**src/indexed_list_buffer_unit_assert.svh**
```systemverilog
// assertion macros shared by the list buffer rtl
`ifndef INDEXED_LIST_BUFFER_UNIT_ASSERT_SVH
`define INDEXED_LIST_BUFFER_UNIT_ASSERT_SVH

// same-cycle implication, checked outside reset
`define ILB_ASSERT_NOW(label, clk, rst_n, cond, prop, msg) \
    label: assert property (@(posedge clk) disable iff (!(rst_n)) (cond) |-> (prop)) \
        else $error(msg);

// next-cycle implication, checked outside reset
`define ILB_ASSERT_NEXT(label, clk, rst_n, cond, prop, msg) \
    label: assert property (@(posedge clk) disable iff (!(rst_n)) (cond) |=> (prop)) \
        else $error(msg);

`endif

```
**src/ilb_pkg.sv**
```systemverilog
package ilb_pkg;

    // default sizing
    localparam int ILB_CAPACITY  = 64;
    localparam int ILB_WORD_BITS = 32;

    // fixed field widths
    localparam int OPCODE_BITS   = 3;
    localparam int POS_BITS      = 7;
    localparam int IO_WORD_BITS  = 32;
    localparam int COUNT_BITS    = 7;
    localparam int STATUS_BITS   = 2;

    // opcodes
    localparam logic [OPCODE_BITS-1:0] OP_APPEND    = 3'd0;
    localparam logic [OPCODE_BITS-1:0] OP_DROP_LAST = 3'd1;
    localparam logic [OPCODE_BITS-1:0] OP_READ      = 3'd2;
    localparam logic [OPCODE_BITS-1:0] OP_OVERWRITE = 3'd3;
    localparam logic [OPCODE_BITS-1:0] OP_INSERT    = 3'd4;
    localparam logic [OPCODE_BITS-1:0] OP_REMOVE_AT = 3'd5;
    localparam logic [OPCODE_BITS-1:0] OP_CLEAR     = 3'd6;

    // result status codes
    localparam logic [STATUS_BITS-1:0] STAT_OK    = 2'd0;
    localparam logic [STATUS_BITS-1:0] STAT_RANGE = 2'd1;
    localparam logic [STATUS_BITS-1:0] STAT_FULL  = 2'd2;

endpackage

```
**src/ilb_ram.sv**
```systemverilog
module ilb_ram #(
    parameter int DEPTH = 64,
    parameter int AW    = 6,
    parameter int DW    = 32
) (
    input  logic          aclk,
    input  logic          wr_en,
    input  logic [AW-1:0] wr_addr,
    input  logic [DW-1:0] wr_data,
    input  logic          rd_en,
    input  logic [AW-1:0] rd_addr,
    output logic [DW-1:0] rd_data
);

    logic [DW-1:0] mem [DEPTH];
    logic [DW-1:0] rd_data_reg;

    always_ff @(posedge aclk) begin
        if (wr_en) begin
            mem[wr_addr] <= wr_data;
        end
    end

    // registered read, holds between reads
    always_ff @(posedge aclk) begin
        if (rd_en) begin
            rd_data_reg <= mem[rd_addr];
        end
    end

    assign rd_data = rd_data_reg;

endmodule

```
**src/indexed_list_buffer_unit.sv**
```systemverilog
// Ordered list of up to CAPACITY signed words kept in one single-port-write,
// one-port-read synchronous RAM with a registered read. Each input transaction
// carries one opcode (append, drop last, read, overwrite, insert, remove at,
// clear) and produces exactly one result transaction with the value read, the
// entry count after the operation and a status (ok, position out of range,
// list full); a rejected operation leaves the list untouched. One operation is
// in flight at a time. Append, drop last, read, overwrite, clear, any rejected
// operation, an insert at the end and a remove of the last entry go straight to
// the done state. Insert at p moves entries count - 1 down to p up a place in
// the shift-up state, then writes the word; remove at p moves entries p + 1 to
// count - 1 down a place in the shift-down state. The RAM moves one entry per
// cycle (read of the neighbor overlapped with write of the previous move). A
// finished result sits in the output register, so the next transaction can be
// accepted while the previous result still waits. Stored entries are not
// cleared at reset; only entries below the count are ever read.
`include "indexed_list_buffer_unit_assert.svh"

module indexed_list_buffer_unit
    import ilb_pkg::*;
#(
    parameter int CAPACITY  = ILB_CAPACITY,
    parameter int WORD_BITS = ILB_WORD_BITS
) (
    input  logic                           aclk,
    input  logic                           aresetn,
    // input channel
    input  logic                           s_valid,
    output logic                           s_ready,
    input  logic [OPCODE_BITS-1:0]         s_opcode,
    input  logic [POS_BITS-1:0]            s_position,
    input  logic signed [IO_WORD_BITS-1:0] s_word_in,
    // result channel
    output logic                           m_valid,
    input  logic                           m_ready,
    output logic signed [IO_WORD_BITS-1:0] m_read_value,
    output logic [COUNT_BITS-1:0]          m_entry_count,
    output logic [STATUS_BITS-1:0]         m_status
);

    localparam int AW = (CAPACITY > 1) ? $clog2(CAPACITY) : 1;
    localparam int CW = $clog2(CAPACITY + 1);
    // common width for position versus count compares, with headroom for +1 / +2
    localparam int XW = ((CW > POS_BITS) ? CW : POS_BITS) + 2;
    localparam logic [CW-1:0] CAP_COUNT = CW'(CAPACITY);

    // sequencer states
    localparam logic [2:0] ST_IDLE     = 3'd0;
    localparam logic [2:0] ST_SHIFT_UP = 3'd1;
    localparam logic [2:0] ST_INS_WR   = 3'd2;
    localparam logic [2:0] ST_SHIFT_DN = 3'd3;
    localparam logic [2:0] ST_DONE     = 3'd4;

    // control state
    logic [2:0]                     state_reg, state_next;
    logic [CW-1:0]                  count_reg, count_next;
    logic                           m_valid_reg, m_valid_next;

    // transaction context held while the operation runs
    logic [OPCODE_BITS-1:0]         op_reg, op_next;
    logic [STATUS_BITS-1:0]         status_reg, status_next;
    logic [AW-1:0]                  pos_reg, pos_next;
    logic [WORD_BITS-1:0]           word_reg, word_next;
    logic [AW-1:0]                  ptr_reg, ptr_next;

    // output payload
    logic signed [IO_WORD_BITS-1:0] m_read_value_reg, m_read_value_next;
    logic [COUNT_BITS-1:0]          m_entry_count_reg, m_entry_count_next;
    logic [STATUS_BITS-1:0]         m_status_reg, m_status_next;

    // ram access
    logic                           wr_en;
    logic [AW-1:0]                  wr_addr;
    logic [WORD_BITS-1:0]           wr_data;
    logic                           rd_en;
    logic [AW-1:0]                  rd_addr;
    logic [WORD_BITS-1:0]           rd_data;

    // decode helpers
    logic [XW-1:0]                  pos_x;
    logic [XW-1:0]                  cnt_x;
    logic [AW-1:0]                  pos_addr;
    logic [AW-1:0]                  cnt_addr;
    logic [WORD_BITS-1:0]           word_store;
    logic                           count_full;

    ilb_ram #(
        .DEPTH (CAPACITY),
        .AW    (AW),
        .DW    (WORD_BITS)
    ) u_ram (
        .aclk    (aclk),
        .wr_en   (wr_en),
        .wr_addr (wr_addr),
        .wr_data (wr_data),
        .rd_en   (rd_en),
        .rd_addr (rd_addr),
        .rd_data (rd_data)
    );

    assign pos_x      = XW'(s_position);
    assign cnt_x      = XW'(count_reg);
    // only used once the position is known to be below capacity
    assign pos_addr   = AW'(s_position);
    assign cnt_addr   = AW'(count_reg);
    // word kept in its low WORD_BITS bits, upper bits zero when wider
    assign word_store = WORD_BITS'($unsigned(s_word_in));
    assign count_full = (count_reg == CAP_COUNT);

    // accept only when no operation is in flight
    assign s_ready = (state_reg == ST_IDLE);

    always_comb begin
        state_next         = state_reg;
        count_next         = count_reg;
        m_valid_next       = m_valid_reg;
        op_next            = op_reg;
        status_next        = status_reg;
        pos_next           = pos_reg;
        word_next          = word_reg;
        ptr_next           = ptr_reg;
        m_read_value_next  = m_read_value_reg;
        m_entry_count_next = m_entry_count_reg;
        m_status_next      = m_status_reg;
        wr_en              = 1'b0;
        wr_addr            = pos_reg;
        wr_data            = word_reg;
        rd_en              = 1'b0;
        rd_addr            = pos_reg;

        // result taken downstream
        if (m_ready) begin
            m_valid_next = 1'b0;
        end

        case (state_reg)
            ST_IDLE: begin
                if (s_valid) begin
                    op_next     = s_opcode;
                    pos_next    = pos_addr;
                    word_next   = word_store;
                    status_next = STAT_OK;
                    state_next  = ST_DONE;
                    case (s_opcode)
                        OP_APPEND: begin
                            if (count_full) begin
                                status_next = STAT_FULL;
                            end else begin
                                wr_en      = 1'b1;
                                wr_addr    = cnt_addr;
                                wr_data    = word_store;
                                count_next = count_reg + 1'b1;
                            end
                        end
                        OP_DROP_LAST: begin
                            // empty list: nothing to drop, still ok
                            if (count_reg != '0) begin
                                count_next = count_reg - 1'b1;
                            end
                        end
                        OP_READ: begin
                            if (pos_x >= cnt_x) begin
                                status_next = STAT_RANGE;
                            end else begin
                                rd_en   = 1'b1;
                                rd_addr = pos_addr;
                            end
                        end
                        OP_OVERWRITE: begin
                            if (pos_x >= cnt_x) begin
                                status_next = STAT_RANGE;
                            end else begin
                                wr_en   = 1'b1;
                                wr_addr = pos_addr;
                                wr_data = word_store;
                            end
                        end
                        OP_INSERT: begin
                            // range check ranks above the full check
                            if (pos_x > cnt_x) begin
                                status_next = STAT_RANGE;
                            end else if (count_full) begin
                                status_next = STAT_FULL;
                            end else if (pos_x == cnt_x) begin
                                wr_en      = 1'b1;
                                wr_addr    = pos_addr;
                                wr_data    = word_store;
                                count_next = count_reg + 1'b1;
                            end else begin
                                // move the top entry up first
                                rd_en      = 1'b1;
                                rd_addr    = AW'(count_reg - 1'b1);
                                ptr_next   = cnt_addr;
                                state_next = ST_SHIFT_UP;
                            end
                        end
                        OP_REMOVE_AT: begin
                            if (pos_x >= cnt_x) begin
                                status_next = STAT_RANGE;
                            end else if ((pos_x + XW'(1)) == cnt_x) begin
                                count_next = count_reg - 1'b1;
                            end else begin
                                rd_en      = 1'b1;
                                rd_addr    = pos_addr + 1'b1;
                                ptr_next   = pos_addr;
                                state_next = ST_SHIFT_DN;
                            end
                        end
                        OP_CLEAR: begin
                            count_next = '0;
                        end
                        default: begin
                            // unused opcode: no change, ok status
                        end
                    endcase
                end
            end
            ST_SHIFT_UP: begin
                // rd_data holds entry ptr-1, moves to ptr
                wr_en   = 1'b1;
                wr_addr = ptr_reg;
                wr_data = rd_data;
                if ((ptr_reg - 1'b1) == pos_reg) begin
                    state_next = ST_INS_WR;
                end else begin
                    rd_en    = 1'b1;
                    rd_addr  = ptr_reg - AW'(2);
                    ptr_next = ptr_reg - 1'b1;
                end
            end
            ST_INS_WR: begin
                wr_en      = 1'b1;
                wr_addr    = pos_reg;
                wr_data    = word_reg;
                count_next = count_reg + 1'b1;
                state_next = ST_DONE;
            end
            ST_SHIFT_DN: begin
                // rd_data holds entry ptr+1, moves to ptr
                wr_en   = 1'b1;
                wr_addr = ptr_reg;
                wr_data = rd_data;
                if ((XW'(ptr_reg) + XW'(2)) == cnt_x) begin
                    count_next = count_reg - 1'b1;
                    state_next = ST_DONE;
                end else begin
                    rd_en    = 1'b1;
                    rd_addr  = ptr_reg + AW'(2);
                    ptr_next = ptr_reg + 1'b1;
                end
            end
            ST_DONE: begin
                // load the output register once it is free
                if (!m_valid_reg || m_ready) begin
                    m_valid_next = 1'b1;
                    if ((op_reg == OP_READ) && (status_reg == STAT_OK)) begin
                        m_read_value_next = IO_WORD_BITS'($signed(rd_data));
                    end else begin
                        m_read_value_next = '0;
                    end
                    m_entry_count_next = COUNT_BITS'(count_reg);
                    m_status_next      = status_reg;
                    state_next         = ST_IDLE;
                end
            end
            default: begin
                state_next = ST_IDLE;
            end
        endcase
    end

    // control registers
    always_ff @(posedge aclk) begin
        if (!aresetn) begin
            state_reg   <= ST_IDLE;
            count_reg   <= '0;
            m_valid_reg <= 1'b0;
        end else begin
            state_reg   <= state_next;
            count_reg   <= count_next;
            m_valid_reg <= m_valid_next;
        end
    end

    // payload registers, no reset
    always_ff @(posedge aclk) begin
        op_reg            <= op_next;
        status_reg        <= status_next;
        pos_reg           <= pos_next;
        word_reg          <= word_next;
        ptr_reg           <= ptr_next;
        m_read_value_reg  <= m_read_value_next;
        m_entry_count_reg <= m_entry_count_next;
        m_status_reg      <= m_status_next;
    end

    assign m_valid       = m_valid_reg;
    assign m_read_value  = m_read_value_reg;
    assign m_entry_count = m_entry_count_reg;
    assign m_status      = m_status_reg;

    // count stays within capacity
    `ILB_ASSERT_NOW(a_count_bound, aclk, aresetn, 1'b1, count_reg <= CAP_COUNT,
        "entry count above capacity")
    // a move never reads the entry it writes in the same cycle
    `ILB_ASSERT_NOW(a_no_rw_clash, aclk, aresetn, wr_en && rd_en, wr_addr != rd_addr,
        "ram read and write hit the same entry")
    // count holds while entries move up
    `ILB_ASSERT_NEXT(a_shift_count, aclk, aresetn, state_reg == ST_SHIFT_UP,
        count_reg == $past(count_reg), "count changed during shift up")
    // a finished operation with a free output register shows a result next cycle
    `ILB_ASSERT_NEXT(a_done_loads, aclk, aresetn,
        (state_reg == ST_DONE) && (!m_valid_reg || m_ready),
        m_valid_reg && (state_reg == ST_IDLE), "result not loaded from done")

endmodule
```
**config.mk**
```make
export PLATFORM = sky130hd
export DESIGN_NAME = indexed_list_buffer_unit
export DESIGN_NICKNAME = d
export VERILOG_FILES = /design/src/ilb_pkg.sv /design/src/ilb_ram.sv /design/src/indexed_list_buffer_unit.sv
export VERILOG_INCLUDE_DIRS = /design/src /design/src/src
export SDC_FILE = /design/constraint.sdc
export NUM_CORES = 2
export LEC_CHECK = 0
export BUFFER_PORTS_ARGS = -buffer_cell sky130_fd_sc_hd__buf_2
export CORE_MARGIN = 1.5
export CORE_UTILIZATION = 53
export CTS_BUF_LIST = sky130_fd_sc_hd__clkbuf_4
export DETAILED_ROUTE_END_ITERATION = 8
export PLACE_DENSITY = 0.78
export REMOVE_ABC_BUFFERS = 1
export SLEW_MARGIN = 20
export SYNTH_ARGS = -nofsm -noshare
export SYNTH_HDL_FRONTEND = slang
export SYNTH_SLANG_ARGS = --single-unit
```
**constraint.sdc**
```tcl
create_clock -name aclk -period 7.3 [get_ports aclk]
set_clock_uncertainty 0.05 [all_clocks]
set_input_delay 1.46 -clock aclk [delete_from_list [all_inputs] [get_ports aclk]]
set_output_delay 1.46 -clock aclk [all_outputs]
set_load 0.03 [all_outputs]
```
==> flow_metrics.env <==
export IMPL_cts_sinks=2181
export IMPL_postPlaceCellArea_um2=93180
export IMPL_tns_ps=0
export IMPL_hold_path_startpoint="s_word_in[21]"
export IMPL_grt_usage_pct=27.97
export IMPL_finalCritPeriodShare_pct=88.43
export IMPL_hold_path_class="in -> reg"
export IMPL_power_leakage_nw=34.42
export IMPL_async_flop_share_pct=0
export IMPL_fp_dieW_um=411.5
export IMPL_max_slew_margin_pct=19.19
export IMPL_synth_common_cells="2170 x edfxtp_1, 762 x mux2i_1, 306 x mux2_2"
export IMPL_synth_area_leader_cell="edfxtp_1"
export IMPL_crit_path_end="u_ram.rd_data[27]$_DFFE_PP_"
export IMPL_synth_edff_count=2170
export IMPL_synth_distinct_cells=91
export IMPL_route_detailed_drc=0
export IMPL_setup_viol=0
export IMPL_synth_area_leaders="edfxtp_1 74%, mux2i_1 8.6%, mux2_2 3.9%"
export IMPL_vias=51680
export IMPL_fin_nets=5745
export IMPL_crit_path_start="count_reg[4]$_SDFFE_PN0P_"
export IMPL_r2r_start="count_reg[4]$_SDFFE_PN0P_"
export IMPL_cap_violations=0
export IMPL_worst_pin_slew_ps=1199
export IMPL_final_cell_count_no_fill=8226
export IMPL_hold_viol=0
export IMPL_clk_pin_slew_ps=70
export IMPL_cp_required_ps=8260
export IMPL_clk_latency_ps=1350
export IMPL_ir_worst_vdd_mv=0.1581
export IMPL_final_max_slew_violation_count=0
export IMPL_pin_count=89
export IMPL_drt_initial_drc_count=6668
export IMPL_antenna_found_initial=15
export IMPL_postCtsSetupRepairBufs=0
export IMPL_rows=149
export IMPL_h_tree_depth=6
export IMPL_rr_worst_depth=14
export IMPL_die_y_um=411.5
export IMPL_critPathKind="reg -> reg"
export IMPL_seq_area_frac_synth_pct=73.93
export IMPL_post_synth_cell_area_avg_um2=17.42
export IMPL_path_max_fanout=79
export IMPL_postCtsHoldBufs=0
export IMPL_wl_um=239200
export IMPL_globalRouteOverflowTotal=0
export IMPL_yosys_area_top_type_share_pct=73.68
export IMPL_root_buffer="clkbuf_4"
export IMPL_cts_buffers=552
export IMPL_synth_most_common_cell="edfxtp_1"
export IMPL_coreArea_um2=165400
export IMPL_via_per_inst=6.282
export IMPL_p_per_area_nw_per_um2=275.8
export IMPL_rrSetupSlack_ps=840
export IMPL_layout_drive_gt1_share_pct=27.91
export IMPL_rr_endpoint="u_ram.rd_data[27]$_DFFE_PP_"
export IMPL_fmax_mhz=154.9
export IMPL_startpoint_type="register"
export IMPL_fin_ws_ps=844.3
export IMPL_cts_tree="built"
export IMPL_wl_per_cell_um=29.08
export IMPL_worst_setup_path_end_kind="register"
export IMPL_crit_slowest_cell="o21ai_0"
export IMPL_cts_resized=0
export IMPL_rsz0062_at_grt="no"
export IMPL_fin_crit_ps=6456
export IMPL_synthFlopType="edfxtp_1"
export IMPL_synth_seq_cells=2181
export IMPL_crit_arrival_ps=7410
export IMPL_status="finished clean"
export IMPL_grt_pass1_vias=50570
export IMPL_antenna_left=0
export IMPL_crit_chain="inv_1 -> ha_1 -> a21oi_1 -> o21ai_0 -> a21o_1 -> a21oi_1 -> o221a_2 -> o311ai_4 -> buf_4 -> buf_12 -> buf_4 -> a311oi_1 -> o21ai_0 -> nand4_1"
export IMPL_place_congestion=0.9587
export IMPL_largest_register="u_ram.mem"
export IMPL_largest_register_ffs=2048
export IMPL_slowest_delay_ps=940
export IMPL_synth_warnings=0
export IMPL_grt_max_degree=80
export IMPL_synth_area_um2=88440
export IMPL_start_util_pct=53.48
export IMPL_io_buffers=88
export IMPL_syn_inst=5078
export IMPL_syn_to_final_growth_pct=12.83
export IMPL_hpwl_um=144500
export IMPL_firstDrtPassIters=9
export IMPL_num_fill_cells=11470
export IMPL_place_inst=7319
export IMPL_place_ws_ps=295.9
export IMPL_die_area_um2=169300
export IMPL_cts_max_path_buffers=4
export IMPL_grt_first_pass_wirelength_um=340100
export IMPL_final_area_um2=99780
==> cell families after synthesis <==
family | Yosys count | synth area share (%)
compound gates | 624 | 5.146
xor+xnor | 31 | 0.3070
flops | 2181 | 73.93
fa+ha+maj | 15 | 0.2122
simple gates | 725 | 4.127
mux | 1145 | 14.34
buf+inv | 357 | 1.935
==> where the power goes <==
part,leakage (nW),switching [mW],internal [mW]
combinational,10.7,2.27,1.21
clock,3.94,4.63,5.23
sequential,19.7,0.0466,14.1
==> cell usage in the layout (no fill, tap or decap), types with 11 or more instances in the layout <==
cell type / instances
a2bb2oi_1: 33
o211ai_1: 11
nor2b_1: 75
nor2_1: 53
nor2_4: 67
nand4_1: 39
nand3_1: 25
ha_1: 15
a21oi_1: 67
edfxtp_1: 2170
a211oi_1: 69
mux2_2: 306
mux2_1: 11
inv_1: 26
clkbuf_4: 779
and2_1: 104
xor2_1: 12
clkinv_1: 84
mux2i_1: 762
nor4_1: 25
buf_2: 88
dfxtp_1: 11
a31oi_1: 38
mux4_2: 66
xnor2_1: 19
inv_2: 44
buf_12: 37
nand2_1: 252
a32oi_1: 33
buf_4: 225
o21ai_0: 59
o22ai_1: 132
diode_2: 11
a222oi_1: 35
a311oi_1: 64
==> how the worst min path moves through the flow <==
| stage | slack (ps) | to | cells after the start |
|---|---|---|---|
| floorplan | 380 | m_status[0]$_DFFE_PP_ | 0 |
| global placement | 410 | m_status[1]$_DFFE_PP_ | 0 |
| detailed placement | 440 | m_status[1]$_DFFE_PP_ | 0 |
| CTS | 130 | word_reg[12]$_DFFE_PP_ | 1 |
| global route | 180 | word_reg[17]$_DFFE_PP_ | 1 |
| finish | 260 | word_reg[21]$_DFFE_PP_ | 1 |
==> layout make-up <==
| class | count | area [µm²] | area share (%) |
|---|---|---|---|
| diodes | 11 | 27.53 | 0.02759 |
| clock buffers | 779 | 5848 | 5.861 |
| clock inverters | 117 | 716.9 | 0.7185 |
| inverters | 59 | 226.5 | 0.2270 |
| multi-input cells | 2540 | 21970 | 22.02 |
| flip-flops and latches | 2181 | 65380 | 65.53 |
| well taps | 2189 | 2739 | 2.745 |
| repair buffers | 350 | 2870 | 2.877 |
==> through the flow <==
stage	util [%]	power (mW)	hold WS (ps)
after floorplan	-	18.28	377.8
after global placement	56.32	17.75	414.7
after detailed placement	56.35	17.83	436.7
after CTS	60.32	27.57	126.6
after global routing	60.34	28.39	180.6
final	60.34	27.52	258.6
==> layer usage <==
metal | part of all wire, % | wire, µm | up-vias | GRT usage [%]
met2 | 46 | 109000 | 3688 | 42.06
li1 | - | - | 21770 | -
met1 | 36 | 85310 | 25640 | 36.41
met5 | 0.013 | 32 | - | 0
met3 | 13 | 32010 | 574 | 8.764
met4 | 5.4 | 12890 | 6 | 15.21
==> worst max-delay path: cells and delay by family, from the launching register on <==
kind	cells	cell delay, ps
AOI/OAI and AO/OA	8	3300
DFF	1	730
buffers and inverters	4	1330
adders and majority gates	1	370
and+or+nand+nor	1	180
Power figures use the tool's default switching activity.
